**config.mk**
```make
export PLATFORM = sky130hd
export DESIGN_NAME = pce_front
export DESIGN_NICKNAME = d
export VERILOG_FILES = /design/src/rtl/pce_pkg.sv /design/src/rtl/pce_front.sv
export SDC_FILE = /design/constraint.sdc
export NUM_CORES = 1
export LEC_CHECK = 0
export BUFFER_PORTS_ARGS = -buffer_cell sky130_fd_sc_hd__buf_2
export CORE_ASPECT_RATIO = 1.75
export CORE_UTILIZATION = 41
export CTS_CLUSTER_DIAMETER = 60
export CTS_CLUSTER_SIZE = 12
export DETAILED_ROUTE_END_ITERATION = 6
export PLACE_DENSITY_LB_ADDON = 0.1
export SLEW_MARGIN = 20
export SYNTH_ARGS = -nofsm -noshare
export SYNTH_HDL_FRONTEND = slang
export SYNTH_SLANG_ARGS = --single-unit
```
**constraint.sdc**
```tcl
create_clock -name clk -period 3.7 [get_ports clk]
set_input_delay 0.37 -clock clk [delete_from_list [all_inputs] [get_ports clk]]
set_output_delay 0.37 -clock clk [all_outputs]
set_load 0.02 [all_outputs]
```
**src/rtl/pce_pkg.sv**
```systemverilog
// Shared types and constants for the preamble channel equalizer.
// Used by the top, front, queue and back modules; depends on nothing.
package pce_pkg;

  localparam int NUM_SC   = 64;
  localparam int SC_W     = $clog2(NUM_SC);
  localparam int SAMPLE_W = 16;
  localparam int COEF_W   = 24;
  localparam int COEF_F   = COEF_W - 8;
  localparam int COUNT_W  = 11;
  localparam int EST_W    = 10;
  localparam int CFG_W    = 11;
  localparam int CFG_IDX_W = 2;
  localparam int DC_SC    = NUM_SC / 2 + 1;

  // configuration register indexes
  localparam logic [CFG_IDX_W-1:0] CFG_ESTIMATION_SYMBOL = 2'd0;
  localparam logic [CFG_IDX_W-1:0] CFG_TRANSIENT_SYMBOLS = 2'd1;
  localparam logic [CFG_IDX_W-1:0] CFG_FRAME_SYMBOLS     = 2'd2;

  typedef struct packed {
    logic [EST_W-1:0]   estimation_symbol;
    logic [EST_W-1:0]   transient_symbols;
    logic [COUNT_W-1:0] frame_symbols;
  } cfg_t;

  typedef enum logic {
    KIND_PAYLOAD,
    KIND_ESTIMATE
  } item_kind_t;

  // classified item handed from front to back
  typedef struct packed {
    item_kind_t                  kind;
    logic [SC_W-1:0]             subcarrier;
    logic signed [SAMPLE_W-1:0]  sample_re;
    logic signed [SAMPLE_W-1:0]  sample_im;
    logic signed [SAMPLE_W-1:0]  reference_re;
    logic signed [SAMPLE_W-1:0]  reference_im;
    logic                        allocated;
  } entry_t;

endpackage

```
**src/rtl/pce_front.sv**
```systemverilog
// Front end: accepts items, tracks subcarrier/symbol position and frame phase,
// and forwards payload and estimation items. Depends on pce_pkg.
module pce_front import pce_pkg::*; (
  input  logic                clk,
  input  logic                rst,
  input  cfg_t                cfg,
  input  logic                in_valid,
  output logic                in_ready,
  input  logic [4*SAMPLE_W-1:0] in_data,
  input  logic                in_alloc,
  output logic                push,
  output entry_t              push_entry,
  input  logic                queue_ready
);

  logic [SC_W-1:0]    sc_count;
  logic [COUNT_W-1:0] sym_count;
  logic               in_payload;

  logic [COUNT_W-1:0] sym_mid;
  logic               payload_mid;
  logic               payload_now;
  logic               accept;

  assign in_ready = queue_ready;
  assign accept   = in_valid & queue_ready;

  // phase checks at the start of each symbol
  always_comb begin
    sym_mid     = sym_count;
    payload_mid = in_payload;
    if (sc_count == '0) begin
      if (in_payload && sym_count >= cfg.frame_symbols) begin
        sym_mid     = '0;
        payload_mid = 1'b0;
      end
    end
    payload_now = payload_mid;
    if (sc_count == '0 && !payload_mid &&
        sym_mid >= {1'b0, cfg.transient_symbols}) begin
      payload_now = 1'b1;
    end
  end

  // classify
  always_comb begin
    push_entry.kind         = payload_now ? KIND_PAYLOAD : KIND_ESTIMATE;
    push_entry.subcarrier   = sc_count;
    push_entry.sample_re    = in_data[SAMPLE_W-1:0];
    push_entry.sample_im    = in_data[2*SAMPLE_W-1:SAMPLE_W];
    push_entry.reference_re = in_data[3*SAMPLE_W-1:2*SAMPLE_W];
    push_entry.reference_im = in_data[4*SAMPLE_W-1:3*SAMPLE_W];
    push_entry.allocated    = in_alloc;
    push = accept &
           (payload_now | (sym_mid == {1'b0, cfg.estimation_symbol}));
  end

  // position counters
  always_ff @(posedge clk) begin
    if (rst) begin
      sc_count   <= '0;
      sym_count  <= '0;
      in_payload <= 1'b0;
    end else if (accept) begin
      in_payload <= payload_now;
      if (sc_count == SC_W'(NUM_SC - 1)) begin
        sc_count  <= '0;
        sym_count <= (sym_mid == {COUNT_W{1'b1}}) ? sym_mid : sym_mid + 1'b1;
      end else begin
        sc_count  <= sc_count + 1'b1;
        sym_count <= sym_mid;
      end
    end
  end

endmodule

```
==> impl_results.md <==
- Status: complete, no violations
- CTS tree: done
- Final period util: 0.944
- Yosys Warn Count: 0
- Clock sinks: 18
- Initial antenna violation count: 0
- Critical path, cell by cell: ha_1, nand2_1, nor2_2, a21oi_4, o31a_1, and2_1, ha_1, a2111oi_2, nand2_1, a21oi_2, o21ai_1, o21bai_1, o211ai_1, o31ai_2, buf_4
- Num CTS Buffers: 3
- Max clock buf depth: 2
- Clock Latency Late Sink: 0.25 ns
- CP max stage cell: o31a_1
- H-tree Lvls: 1
- CP endpoint kind: primary output
- Setup slack after layout: 0.206 ns
- Area Growth Syn to Fin: 2.70%
- Die width: 58.3 µm
- Sequential Power Share: 0.475
- Crit path largest cell delay: 0.37 ns
- Fin. Hold Viols: 0
- Slew @ Worst Pin: 0.531 ns
- DRT Wirelength: 5720 µm
- Static Leak: 1.10 nW
- Iter 0 DRT Violations: 39
- Crit path buf inv count: 1
- Synth unique cells: 44
- IO buf count: 43
- Total iterations of the first detailed-routing run: 4
- Biggest area consumer among synthesized cells: buf_4
- Mapped Area: 2270 µm²
- Slew Viols, Final: 0
- Number of synthesized flops with an enable pin: 0
- Via Count: 2008
- Sw frac: 0.270
- Drc violations: 0
- Final ANT Viol Nets: 0
- Worst hold path stage count: 2
- Crit path DAT: 3.12 ns
- Cell count of the worst reg-to-reg path: 16
- Number of stages on the worst setup path: 15
- Largest net degree at the start of global routing: 19
- Nets: 437
- Final total power: 0.416 mW
- Worst Hold Class: in -> reg
- Synth top area cells: buf_4, dfxtp_1, ha_1
- Hold-fix buffers, CTS: 0
- Relative slew slack: 0.645
- Clock Skew: 0.000842 ns
- Layout cells sized above 1: 0.286
- Crit Path Class: reg -> out
- Die area: 5860 µm²
- CP max FO: 7
- Combinational share of power: 0.194
- Core area: 5300 µm²
- Seq cells post-synth: 18
- Non-Filler Instances: 385
- Ys async rst share: 0
- Top cell type's share of synthesized area: 0.218
- First-pass GRT wire length: 9350 µm
- Max cap viols: 0
- Syn_area_per_cell: 7.19 µm²
- DP Wirelength: 4540 µm
- Int Pwr: 0.304 mW
- Vias in the first global route: 2052
- Hold_ws: 0.493 ns
- Top-Level Pins: 174
- Cells after synthesis: 316
- Minimum clock period: 3.49 ns
- Placed insts: 375
- Dpl ws: 0.0515 ns
- # fillers: 576
- Worst Setup Start Kind: register
- Clk pin slew, worst setup/hold paths: 0.07 ns
- Clock share of power: 0.331
- Ys flop type: dfxtp_1
- Inserted Diodes: 0
- Final setup violation count: 0
- Family with the most delay on the worst path: compound AO/OA/AOI/OAI gates
- Row count: 35
- Reg area: 362 µm²
- Net count after synthesis: 440
- Initial core utilization: 0.429
- GPL Wtd Cong: 0.757
- Fmax: 286 MHz
- Worst vdd rail ir drop: 0.186 mV
- Die height: 101 µm
- Area of the multi-input gates: 1330 µm²
- Sequential cell area fraction in the yosys report: 0.159
- Gr usage total: 0.206
- Psw: 0.112 mW
- Via-to-Cell Ratio: 5.22
- Overflow after GRT: 0
- Worst EP required: 3.33 ns
- Pwr Density: 178 nW/µm²
- Routed len/inst: 14.9 µm
- CTS root buffer: clkbuf_8
==> synthesized netlist by cell type, types with 2 or more instances <==
| cell | count |
|---|---|
| nand2_1 | 19 |
| and2_1 | 9 |
| nor4_1 | 3 |
| xnor2_1 | 8 |
| dfxtp_1 | 18 |
| nor2b_1 | 3 |
| buf_4 | 66 |
| a31oi_1 | 2 |
| nor2_1 | 24 |
| o21a_1 | 2 |
| a2111oi_0 | 2 |
| ha_1 | 24 |
| nand3_1 | 11 |
| o31ai_1 | 2 |
| buf_2 | 2 |
| clkbuf_1 | 8 |
| o21ai_0 | 13 |
| inv_1 | 27 |
| and3_1 | 5 |
| a22oi_1 | 3 |
| nand4_1 | 3 |
| or3_1 | 3 |
| nor3_1 | 11 |
| a21oi_1 | 22 |
| o211ai_1 | 3 |
| o21ai_1 | 5 |
==> final cells by class <==
cell class	count	area share
tap	74	0.0397
multi-input combinational	194	0.568
inverter	27	0.0434
timing repair buffer	69	0.177
sequential	18	0.155
clock buffer	3	0.0177
==> power by group through the flow <==
stage | registers (mW) | logic (mW) | clock network (mW)
after floorplan | 0.203 | 0.146 | 0
after global placement | 0.202 | 0.0766 | 0
after detailed placement | 0.202 | 0.0776 | 0
after CTS | 0.198 | 0.0786 | 0.140
after global routing | 0.198 | 0.0930 | 0.147
final | 0.198 | 0.0809 | 0.138
==> timing repair <==
item,in CTS,in global routing
gates resized for setup,7,16
setup buffers,3,4
setup endpoints to repair,2,2
pin swaps,1,8
==> cells by family after synthesis <==
kind of cell | Yosys count | share of synthesized area
AO/OA/AOI/OAI | 66 | 0.183
XOR/XNOR | 9 | 0.0347
adder cells (fa/ha/maj) | 24 | 0.132
buffers and inverters | 104 | 0.285
flip-flops | 18 | 0.159
AND/OR/NAND/NOR | 95 | 0.206
==> sequential cells by signal, summed over array words and instances, names as in the netlist <==
register    flops
sym_count      11
sc_count        6
in_payload      1
==> per-layer routing <==
layer  GRT usage  share of wire
met1       0.215           0.37
met3      0.0141          0.049
met4       0.156          0.066
met2       0.373           0.52
met5           0              0
==> layout by cell type, fill, tap and decap left out, types with 2 or more instances in the layout <==
master      n
o21ai_1     8
o21ai_2     2
nor4_1      2
and2_1      7
nand4_1     3
buf_4      27
nor2b_1     3
nor2_1     23
and3_1      5
a31oi_1     2
nand2_1    19
nor3_1     11
a21oi_1    19
ha_1       24
or3_1       3
clkbuf_8    3
o21ai_0     8
o211ai_1    3
a21oi_2     2
and2_4      2
nand3_1    11
dfxtp_1    17
inv_1      26
a22oi_1     3
buf_2      42
xnor2_1     8
a2111oi_2   2
o21a_1      2
==> worst reg2reg max path, delay by kind of cell, from the launching register on <==
kind | cells | cell delay (ns)
flip-flops | 1 | 0.35
buffers and inverters | 2 | 0.26
AND/OR/NAND/NOR | 5 | 0.60
AO/OA/AOI/OAI | 7 | 1.24
adder cells (fa/ha/maj) | 2 | 0.49
==> metrics by stage <==
step / util / TNS [ns] / area (µm²)
3_3_place_gp: 0.411 / 0 / 2180
5_1_grt: 0.441 / -0.0210 / 2330
6_report: 0.441 / 0 / 2330
3_5_place_dp: 0.411 / 0 / 2180
2_1_floorplan: - / 0 / 2270
4_1_cts: 0.425 / 0 / 2250
==> final timing paths <==
path                                           startpoint                   endpoint  slack (ns)
worst max register to register  sym_count[5]$_SDFFE_PP0P_    in_payload$_SDFFE_PP0P_        0.63
worst max-delay path            sym_count[5]$_SDFFE_PP0P_                       push        0.21
worst min register to register   sc_count[1]$_SDFFE_PP0P_   sc_count[1]$_SDFFE_PP0P_        0.53
worst min-delay path                                  rst  sym_count[2]$_SDFFE_PP0P_        0.49
No activity file was read; power rests on OpenSTA's default activity.
