### config.mk
export PLATFORM = sky130hd
export DESIGN_NAME = pce_queue
export DESIGN_NICKNAME = d
export VERILOG_FILES = /design/src/rtl/pce_pkg.sv /design/src/rtl/pce_queue.sv
export SDC_FILE = /design/constraint.sdc
export NUM_CORES = 1
export LEC_CHECK = 0
export ABC_AREA = 0
export BUFFER_PORTS_ARGS = -buffer_cell sky130_fd_sc_hd__buf_4
export CORE_MARGIN = 4
export CORE_UTILIZATION = 45
export CTS_CLUSTER_DIAMETER = 80
export DETAILED_ROUTE_END_ITERATION = 8
export PLACE_DENSITY = 0.78
export SLEW_MARGIN = 15
export SYNTH_ARGS = -nofsm -noshare
export SYNTH_HDL_FRONTEND = slang
export SYNTH_SLANG_ARGS = --single-unit
### constraint.sdc
create_clock -name clk -period 5.7 [get_ports clk]
set_clock_uncertainty 0.05 [all_clocks]
set_input_delay 0.855 -clock clk [delete_from_list [all_inputs] [get_ports clk]]
set_output_delay 0.855 -clock clk [all_outputs]
set_load 0.02 [all_outputs]
### src/rtl/pce_pkg.sv
// Shared types and constants for the preamble channel equalizer.
// Used by the top, front, queue and back modules; depends on nothing.
package pce_pkg;

  localparam int NUM_SC   = 64;
  localparam int SC_W     = $clog2(NUM_SC);
  localparam int SAMPLE_W = 16;
  localparam int COEF_W   = 24;
  localparam int COEF_F   = COEF_W - 8;
  localparam int COUNT_W  = 11;
  localparam int EST_W    = 10;
  localparam int CFG_W    = 11;
  localparam int CFG_IDX_W = 2;
  localparam int DC_SC    = NUM_SC / 2 + 1;

  // configuration register indexes
  localparam logic [CFG_IDX_W-1:0] CFG_ESTIMATION_SYMBOL = 2'd0;
  localparam logic [CFG_IDX_W-1:0] CFG_TRANSIENT_SYMBOLS = 2'd1;
  localparam logic [CFG_IDX_W-1:0] CFG_FRAME_SYMBOLS     = 2'd2;

  typedef struct packed {
    logic [EST_W-1:0]   estimation_symbol;
    logic [EST_W-1:0]   transient_symbols;
    logic [COUNT_W-1:0] frame_symbols;
  } cfg_t;

  typedef enum logic {
    KIND_PAYLOAD,
    KIND_ESTIMATE
  } item_kind_t;

  // classified item handed from front to back
  typedef struct packed {
    item_kind_t                  kind;
    logic [SC_W-1:0]             subcarrier;
    logic signed [SAMPLE_W-1:0]  sample_re;
    logic signed [SAMPLE_W-1:0]  sample_im;
    logic signed [SAMPLE_W-1:0]  reference_re;
    logic signed [SAMPLE_W-1:0]  reference_im;
    logic                        allocated;
  } entry_t;

endpackage

### src/rtl/pce_queue.sv
// Two-entry queue between front and back ends.
// Depends on pce_pkg.
module pce_queue import pce_pkg::*; (
  input  logic   clk,
  input  logic   rst,
  input  logic   push,
  input  entry_t push_entry,
  output logic   ready,
  input  logic   pop,
  output logic   valid,
  output entry_t head
);

  entry_t      slots [2];
  logic        wr_ptr;
  logic        rd_ptr;
  logic [1:0]  count;

  assign ready = (count != 2'd2);
  assign valid = (count != 2'd0);
  assign head  = slots[rd_ptr];

  always_ff @(posedge clk) begin
    if (push) begin
      slots[wr_ptr] <= push_entry;
    end
  end

  always_ff @(posedge clk) begin
    if (rst) begin
      wr_ptr <= 1'b0;
      rd_ptr <= 1'b0;
      count  <= '0;
    end else begin
      if (push) wr_ptr <= ~wr_ptr;
      if (pop)  rd_ptr <= ~rd_ptr;
      unique case ({push, pop})
        2'b10:   count <= count + 1'b1;
        2'b01:   count <= count - 1'b1;
        default: count <= count;
      endcase
    end
  end

endmodule

==> metrics.md, run 1 <==
| Metric | Value |
|---|---|
| Status | `finished, final reports clean` |
| Crit path buf inv count | `2` |
| Largest fanout on the critical path | `61` |
| Biggest area consumer among synthesized cells | `edfxtp_1` |
| Tightest Pin Transition | `0.972 ns` |
| Setup-failing EPs final | `0` |
| # DRC | `0` |
| MaxCap Viol Count | `0` |
| Clock input transition at the sequential cells of the worst setup and hold paths | `approximately 0.060 ns` |
| Yosys top cell area share | `80.1%` |
| Post-route antenna net violation count | `0` |
| Fmax | `331 MHz` |
| Cells after Synth | `between 200 and 250` |
| Die area | `between 10,000 and 15,000 sq um` |
| Core Rows | `39` |
| Fin. max-slew vios | `0` |
| PwrDens | `around 380 nW/um^2` |
| Worst min path class | `reg2reg` |
| Synth Register Bits | `roughly 150` |
| Element type at the critical path start | `flip-flop` |
| Most frequent cells in the layout | `151 x buf_4, 144 x edfxtp_1, 72 x mux2_1` |
| Layout net count | `about 490` |
| First-pass GRT wire length | `between 15 and 20 mm` |
| Dpl cells | `about 530` |
| Syn Area/Cell | `around 22 sq um` |
| Tcrit/Tclk final | `53.0%` |
| PnR worst setup slack | `approximately 2.7 ns` |
| Worst IR Drop VDD | `around 0.23 mV` |
| Post-CTS Hold Buffers | `0` |
| Post-layout min period | `~3 ns` |
| Initial cell density of the core | `46.7%` |
| Post-cts resize count | `0` |
| Synth Cell Area | `about 5400 sq um` |
| Largest net degree at the start of global routing | `73` |
| Slew HR | `35.2%` |
| LEAKAGE | `between 0.002 and 0.003 uW` |
| Post-detail-place hpwl | `6.34 mm` |
| Area of the core region | `11,600 sq um` |
| Fraction of layout cells with a size suffix above 1 | `between 40% and 50%` |
| Setup_tns | `0 ns` |
| Sequential-to-total area share from yosys stat | `82.0%` |
| Clk Latency, worst-skew pair | `0.40 ns` |
| Post-CTS Setup Inserts | `0` |
| DRT Wirelength | `about 9.6 mm` |
| CP Cell Sequence | `buf_4 > mux2_1 > buf_4` |
| I/O pins | `150` |
| H-tree depth | `4` |
| CTS buffer count | `17` |
| Yosys warns | `0` |
| RSZ-0062 raised after global routing | `false` |
| Final Hold Fails | `0` |
| Commonest non-fill, non-tap cell in the layout | `buf_4` |
| Number of global-route vias before repair | `3,064` |
| GRT Total Usage | `between 10% and 20%` |
| Drt via density | `4.85` |
| Post-route insts no fill | `about 560` |
| Die span in y | `118 microns` |
| Max clock buf depth | `2` |
| Worst setup path class | `reg2out` |
| Crit path top cell by count | `buf_4` |
| Final weighted congestion in routability-driven placement | `~0.67` |
| Required time of the critical path | `roughly 4.8 ns` |
| Synth area leaders | `edfxtp_1 80%, mux2_1 15%, dfxtp_1 1.9%, buf_4 0.97%, xnor2_1 0.49%` |
| Filler cell count | `between 800 and 900` |
| WL/cell | `around 17 microns` |
| Die X-Extent | `~120 microns` |
| Dpl ws | `about 3.1 ns` |
| CP arrival | `2.12 ns` |
| Drt first-iter violations | `69` |
| Synth unique cells | `16` |
| Top delay family on crit path | `buffers and inverters` |
| Final Instance Area | `between 7000 and 8000 sq um` |
| Endpoint type of the worst setup path | `output pin` |
| Placed cell areas | `~6700 sq um` |
| Root Driver | `clkbuf_16` |
| Critical-path top delay cell | `buf_4` |
| TritonCTS clock tree | `built` |
| Drt first pass iters | `4` |
| Post-Syn Nets | `between 300 and 400` |
| Clk sinks | `between 100 and 150` |
| Initial antenna violation count | `0` |
| Largest stage delay on the critical path | `between 0.6 and 0.7 ns` |
| Synth-to-layout area growth | `35.1%` |
| Via count | `2,733` |
| Final Hold Slack | `around 0.46 ns` |
| IO Port Bufs | `149` |
| GR Overflow Total | `0` |
| Diodes inserted | `0` |
cell type report:
cell class	instances	area (sq um)	area share, %
clock buffers	22	444	6.09
flip-flops and latches	149	4430	60.7
repair buffers	151	1130	15.5
clock inverters	10	180	2.47
multi-input cells	88	922	12.6
inverters	1	3.75	0.0515
well taps	143	179	2.45
where the power goes:
| part | internal [uW] | switching (uW) |
|---|---|---|
| clock | 775 | 385 |
| sequential | 1280 | 19.0 |
| combinational | 150 | 183 |
sequential cells by signal, indices dropped and copies added (netlist names), named ones only:
name / flops
wr_ptr: 1
count: 2
rd_ptr: 1
slots: 144
synth_stat cells:
cell type  instances
xnor2_1            3
or3_1              1
edfxtp_1         144
xor2_1             1
and2_1             1
dfxtp_1            5
inv_1              1
buf_4              7
a21oi_1            1
buf_2              1
nand2b_1           1
nor2_1             5
o21ai_0            1
ha_1               1
or2_1              1
mux2_1            72
path summary, 6_finish.rpt:
path / from / cells past startpoint / slack (ns) / endpoint
max: flip-flop / 3 / 2.68 / head[25]
min: count[1] / 2 / 0.46 / count[1]
max reg2reg: wr_ptr / 2 / 3.74 / slots[0][25]
min reg2reg: count[1] / 2 / 0.46 / count[1]
tightest hold or removal path: stages (launching register included):
cell and delay [ns]:
dfxtp_1 0.33, o21ai_0 0.08, a21oi_1 0.06
per-layer routing:
layer	GRT usage, %	wire [microns]	vias up
met1	16.7	3760	1328
met5	0	0	-
li1	-	-	1295
met2	24.7	5000	101
met3	6.73	730	9
met4	4.76	99	0
logic make-up after synthesis:
kind of cell | synth area share (%)
simple gates | 0.812
buf+inv | 1.14
mux | 15.0
compound gates | 0.185
fa+ha+maj | 0.232
xor+xnor | 0.649
flops | 82.0
through the flow:
step	total power, uW	utilization (%)
final	2790	63.0
after global routing	2900	63.0
after global placement	1650	57.6
after floorplan	1500	-
after CTS	2830	63.0
after detailed placement	1660	57.6
Note: power is estimated with default switching activity, not from simulation.
==> run 2, diff against run 1 <==
- PLACE_DENSITY: 0.78 -> 0.81
- clock period: 5.7 -> 2.6 ns (I/O delays scaled with it)
==> run 2 against run 1 <==
Net effect: global-route usage decreased by 0.096 points; setup slack got worse by 2.4 ns; register-to-register slack worse by 2.7 ns; count of clock-buffer cells in the layout down 3; largest cell class unchanged; largest power group unchanged.
==> metrics.md, run 2 (synthesis gave the netlist of run 1 again) <==
| Metric | Value |
|---|---|
| Post-cts resize count | `0` |
| Status | `finished, final reports clean` |
| Most frequent cells in the layout | `153 x buf_4, 144 x edfxtp_1, 72 x mux2_1` |
| TritonCTS clock tree | `built` |
| Placed cell areas | `just under 7000 sq um` |
| DRT Wirelength | `9.65 mm` |
| Post-layout min period | `approximately 2.3 ns` |
| H-tree depth | `4` |
| Final Instance Area | `around 7300 sq um` |
| Biggest register | `slots` |
| Initial cell density of the core | `a little under half` |
| Commonest non-fill, non-tap cell in the layout | `buf_4` |
| Setup_tns | `0 ns` |
| Largest fanout on the critical path | `22` |
| Crit path top cell by count | `buf_4` |
| CP Cell Sequence | `buf_4 > mux2_1 > buf_4` |
| Slew HR | `62.6%` |
| Synth-to-layout area growth | `35.6%` |
| Drt first pass iters | `4` |
| Min-delay src | `push_entry[53]` |
| CP arrival | `about 1.8 ns` |
| Number of global-route vias before repair | `3,036` |
| Tightest Pin Transition | `~0.56 ns` |
| Fraction of layout cells with a size suffix above 1 | `between 40% and 50%` |
| Required time of the critical path | `roughly 2.2 ns` |
| Layout net count | `between 400 and 500` |
| WL/cell | `around 17 microns` |
| Worst min path class | `in2reg` |
| Clock input transition at the sequential cells of the worst setup and hold paths | `roughly 0.06 ns` |
| Initial antenna violation count | `0` |
| Core Rows | `39` |
| LEAKAGE | `about 0.0028 uW` |
| Critical-path top delay cell | `dfxtp_4` |
| Die area | `roughly 14,000 sq um` |
| Reg2Reg Launch Point | `wr_ptr` |
| PwrDens | `a little over 800 nW/um^2` |
| Drt via density | `slightly below 5` |
| Endpoint type of the worst setup path | `output pin` |
| CTS buffer count | `17` |
| Tcrit/Tclk final | `between 80% and 90%` |
| Setup-failing EPs final | `0` |
| Die span in y | `118 microns` |
| Drt first-iter violations | `about 140` |
| Via count | `approximately 2,800` |
| Root Driver | `clkbuf_16` |
| I/O pins | `150` |
| Worst IR Drop VDD | `0.555 mV` |
| Element type at the critical path start | `flip-flop` |
| Max clock buf depth | `2` |
| RSZ-0062 raised after global routing | `false` |
| Clk Latency, worst-skew pair | `roughly 0.4 ns` |
| MaxCap Viol Count | `0` |
| Filler cell count | `roughly 830` |
| # DRC | `0` |
| Fmax | `439 MHz` |
| Biggest regs | `slots x144, count x2` |
| Post-CTS Setup Inserts | `0` |
| IO Port Bufs | `around 150` |
| Fin. max-slew vios | `0` |
| Area of the core region | `~12,000 sq um` |
| Top delay family on crit path | `flip-flops` |
| GRT Total Usage | `14.6%` |
| Dpl ws | `about 0.73 ns` |
| Largest stage delay on the critical path | `about 0.55 ns` |
| Post-route insts no fill | `568` |
| Largest net degree at the start of global routing | `42` |
| Post-detail-place hpwl | `about 6.6 mm` |
| Crit path buf inv count | `2` |
| Final weighted congestion in routability-driven placement | `around 0.7` |
| Post-route antenna net violation count | `0` |
| Diodes inserted | `0` |
| First-pass GRT wire length | `between 15 and 20 mm` |
| Max reg flops | `roughly 140` |
| Post-CTS Hold Buffers | `0` |
| Worst setup path class | `reg2out` |
| Dpl cells | `536` |
| Flop2flop setup slack | `~1.0 ns` |
| Die X-Extent | `roughly 120 microns` |
| Clk sinks | `between 100 and 150` |
| GR Overflow Total | `0` |
| PnR worst setup slack | `roughly 0.32 ns` |
| Final Hold Fails | `0` |
==> run 2: changes by cell type in the layout (fill, tap and decap cells not counted) <==
cell and change:
buf_12 +2, buf_4 +2, bufinv_16 -1, clkbuf_1 -3
clkinv_2 +6, clkinv_4 -2
==> run 2: through the flow <==
step / hold WS (ns) / util, % / total power, uW
final: 0.113 / 63.3 / 6020
after global routing: 0.0907 / 63.3 / 6240
after CTS: 0.0959 / 63.3 / 6080
after detailed placement: 0.451 / 58.1 / 3650
after global placement: 0.424 / 58.1 / 3630
after floorplan: 0.409 / - / 3280
==> run 2: final timing paths <==
path | end | cells after the start
worst max-delay path | head[38] | 3
worst min-delay path | slots[1][53] | 1
worst max register to register | slots[1][39] | 2
worst min register to register | count[1] | 2
==> run 2: layer usage <==
layer / routed length (microns) / GRT usage, %
met3: 793 / 5.81
met5: 0 / 0
met1: 3710 / 16.0
met2: 4940 / 25.0
met4: 197 / 6.59
==> run 2: layout make-up <==
type / count / area [sq um] / area share [%]
clock inverters: 13 / 163 / 2.22
multi-input cells: 88 / 922 / 12.6
repair buffers: 155 / 1190 / 16.2
inverters: 1 / 3.75 / 0.0513
clock buffers: 19 / 433 / 5.92
well taps: 143 / 179 / 2.45
flip-flops and latches: 149 / 4430 / 60.5
==> run 2: report_power, final <==
part / internal [uW] / leakage, uW / total (uW) / switching [uW]
logic: 342 / 0.00109 / 736 / 394
clock network: 1580 / 0.000299 / 2430 / 844
registers: 2800 / 0.00139 / 2850 / 50.0
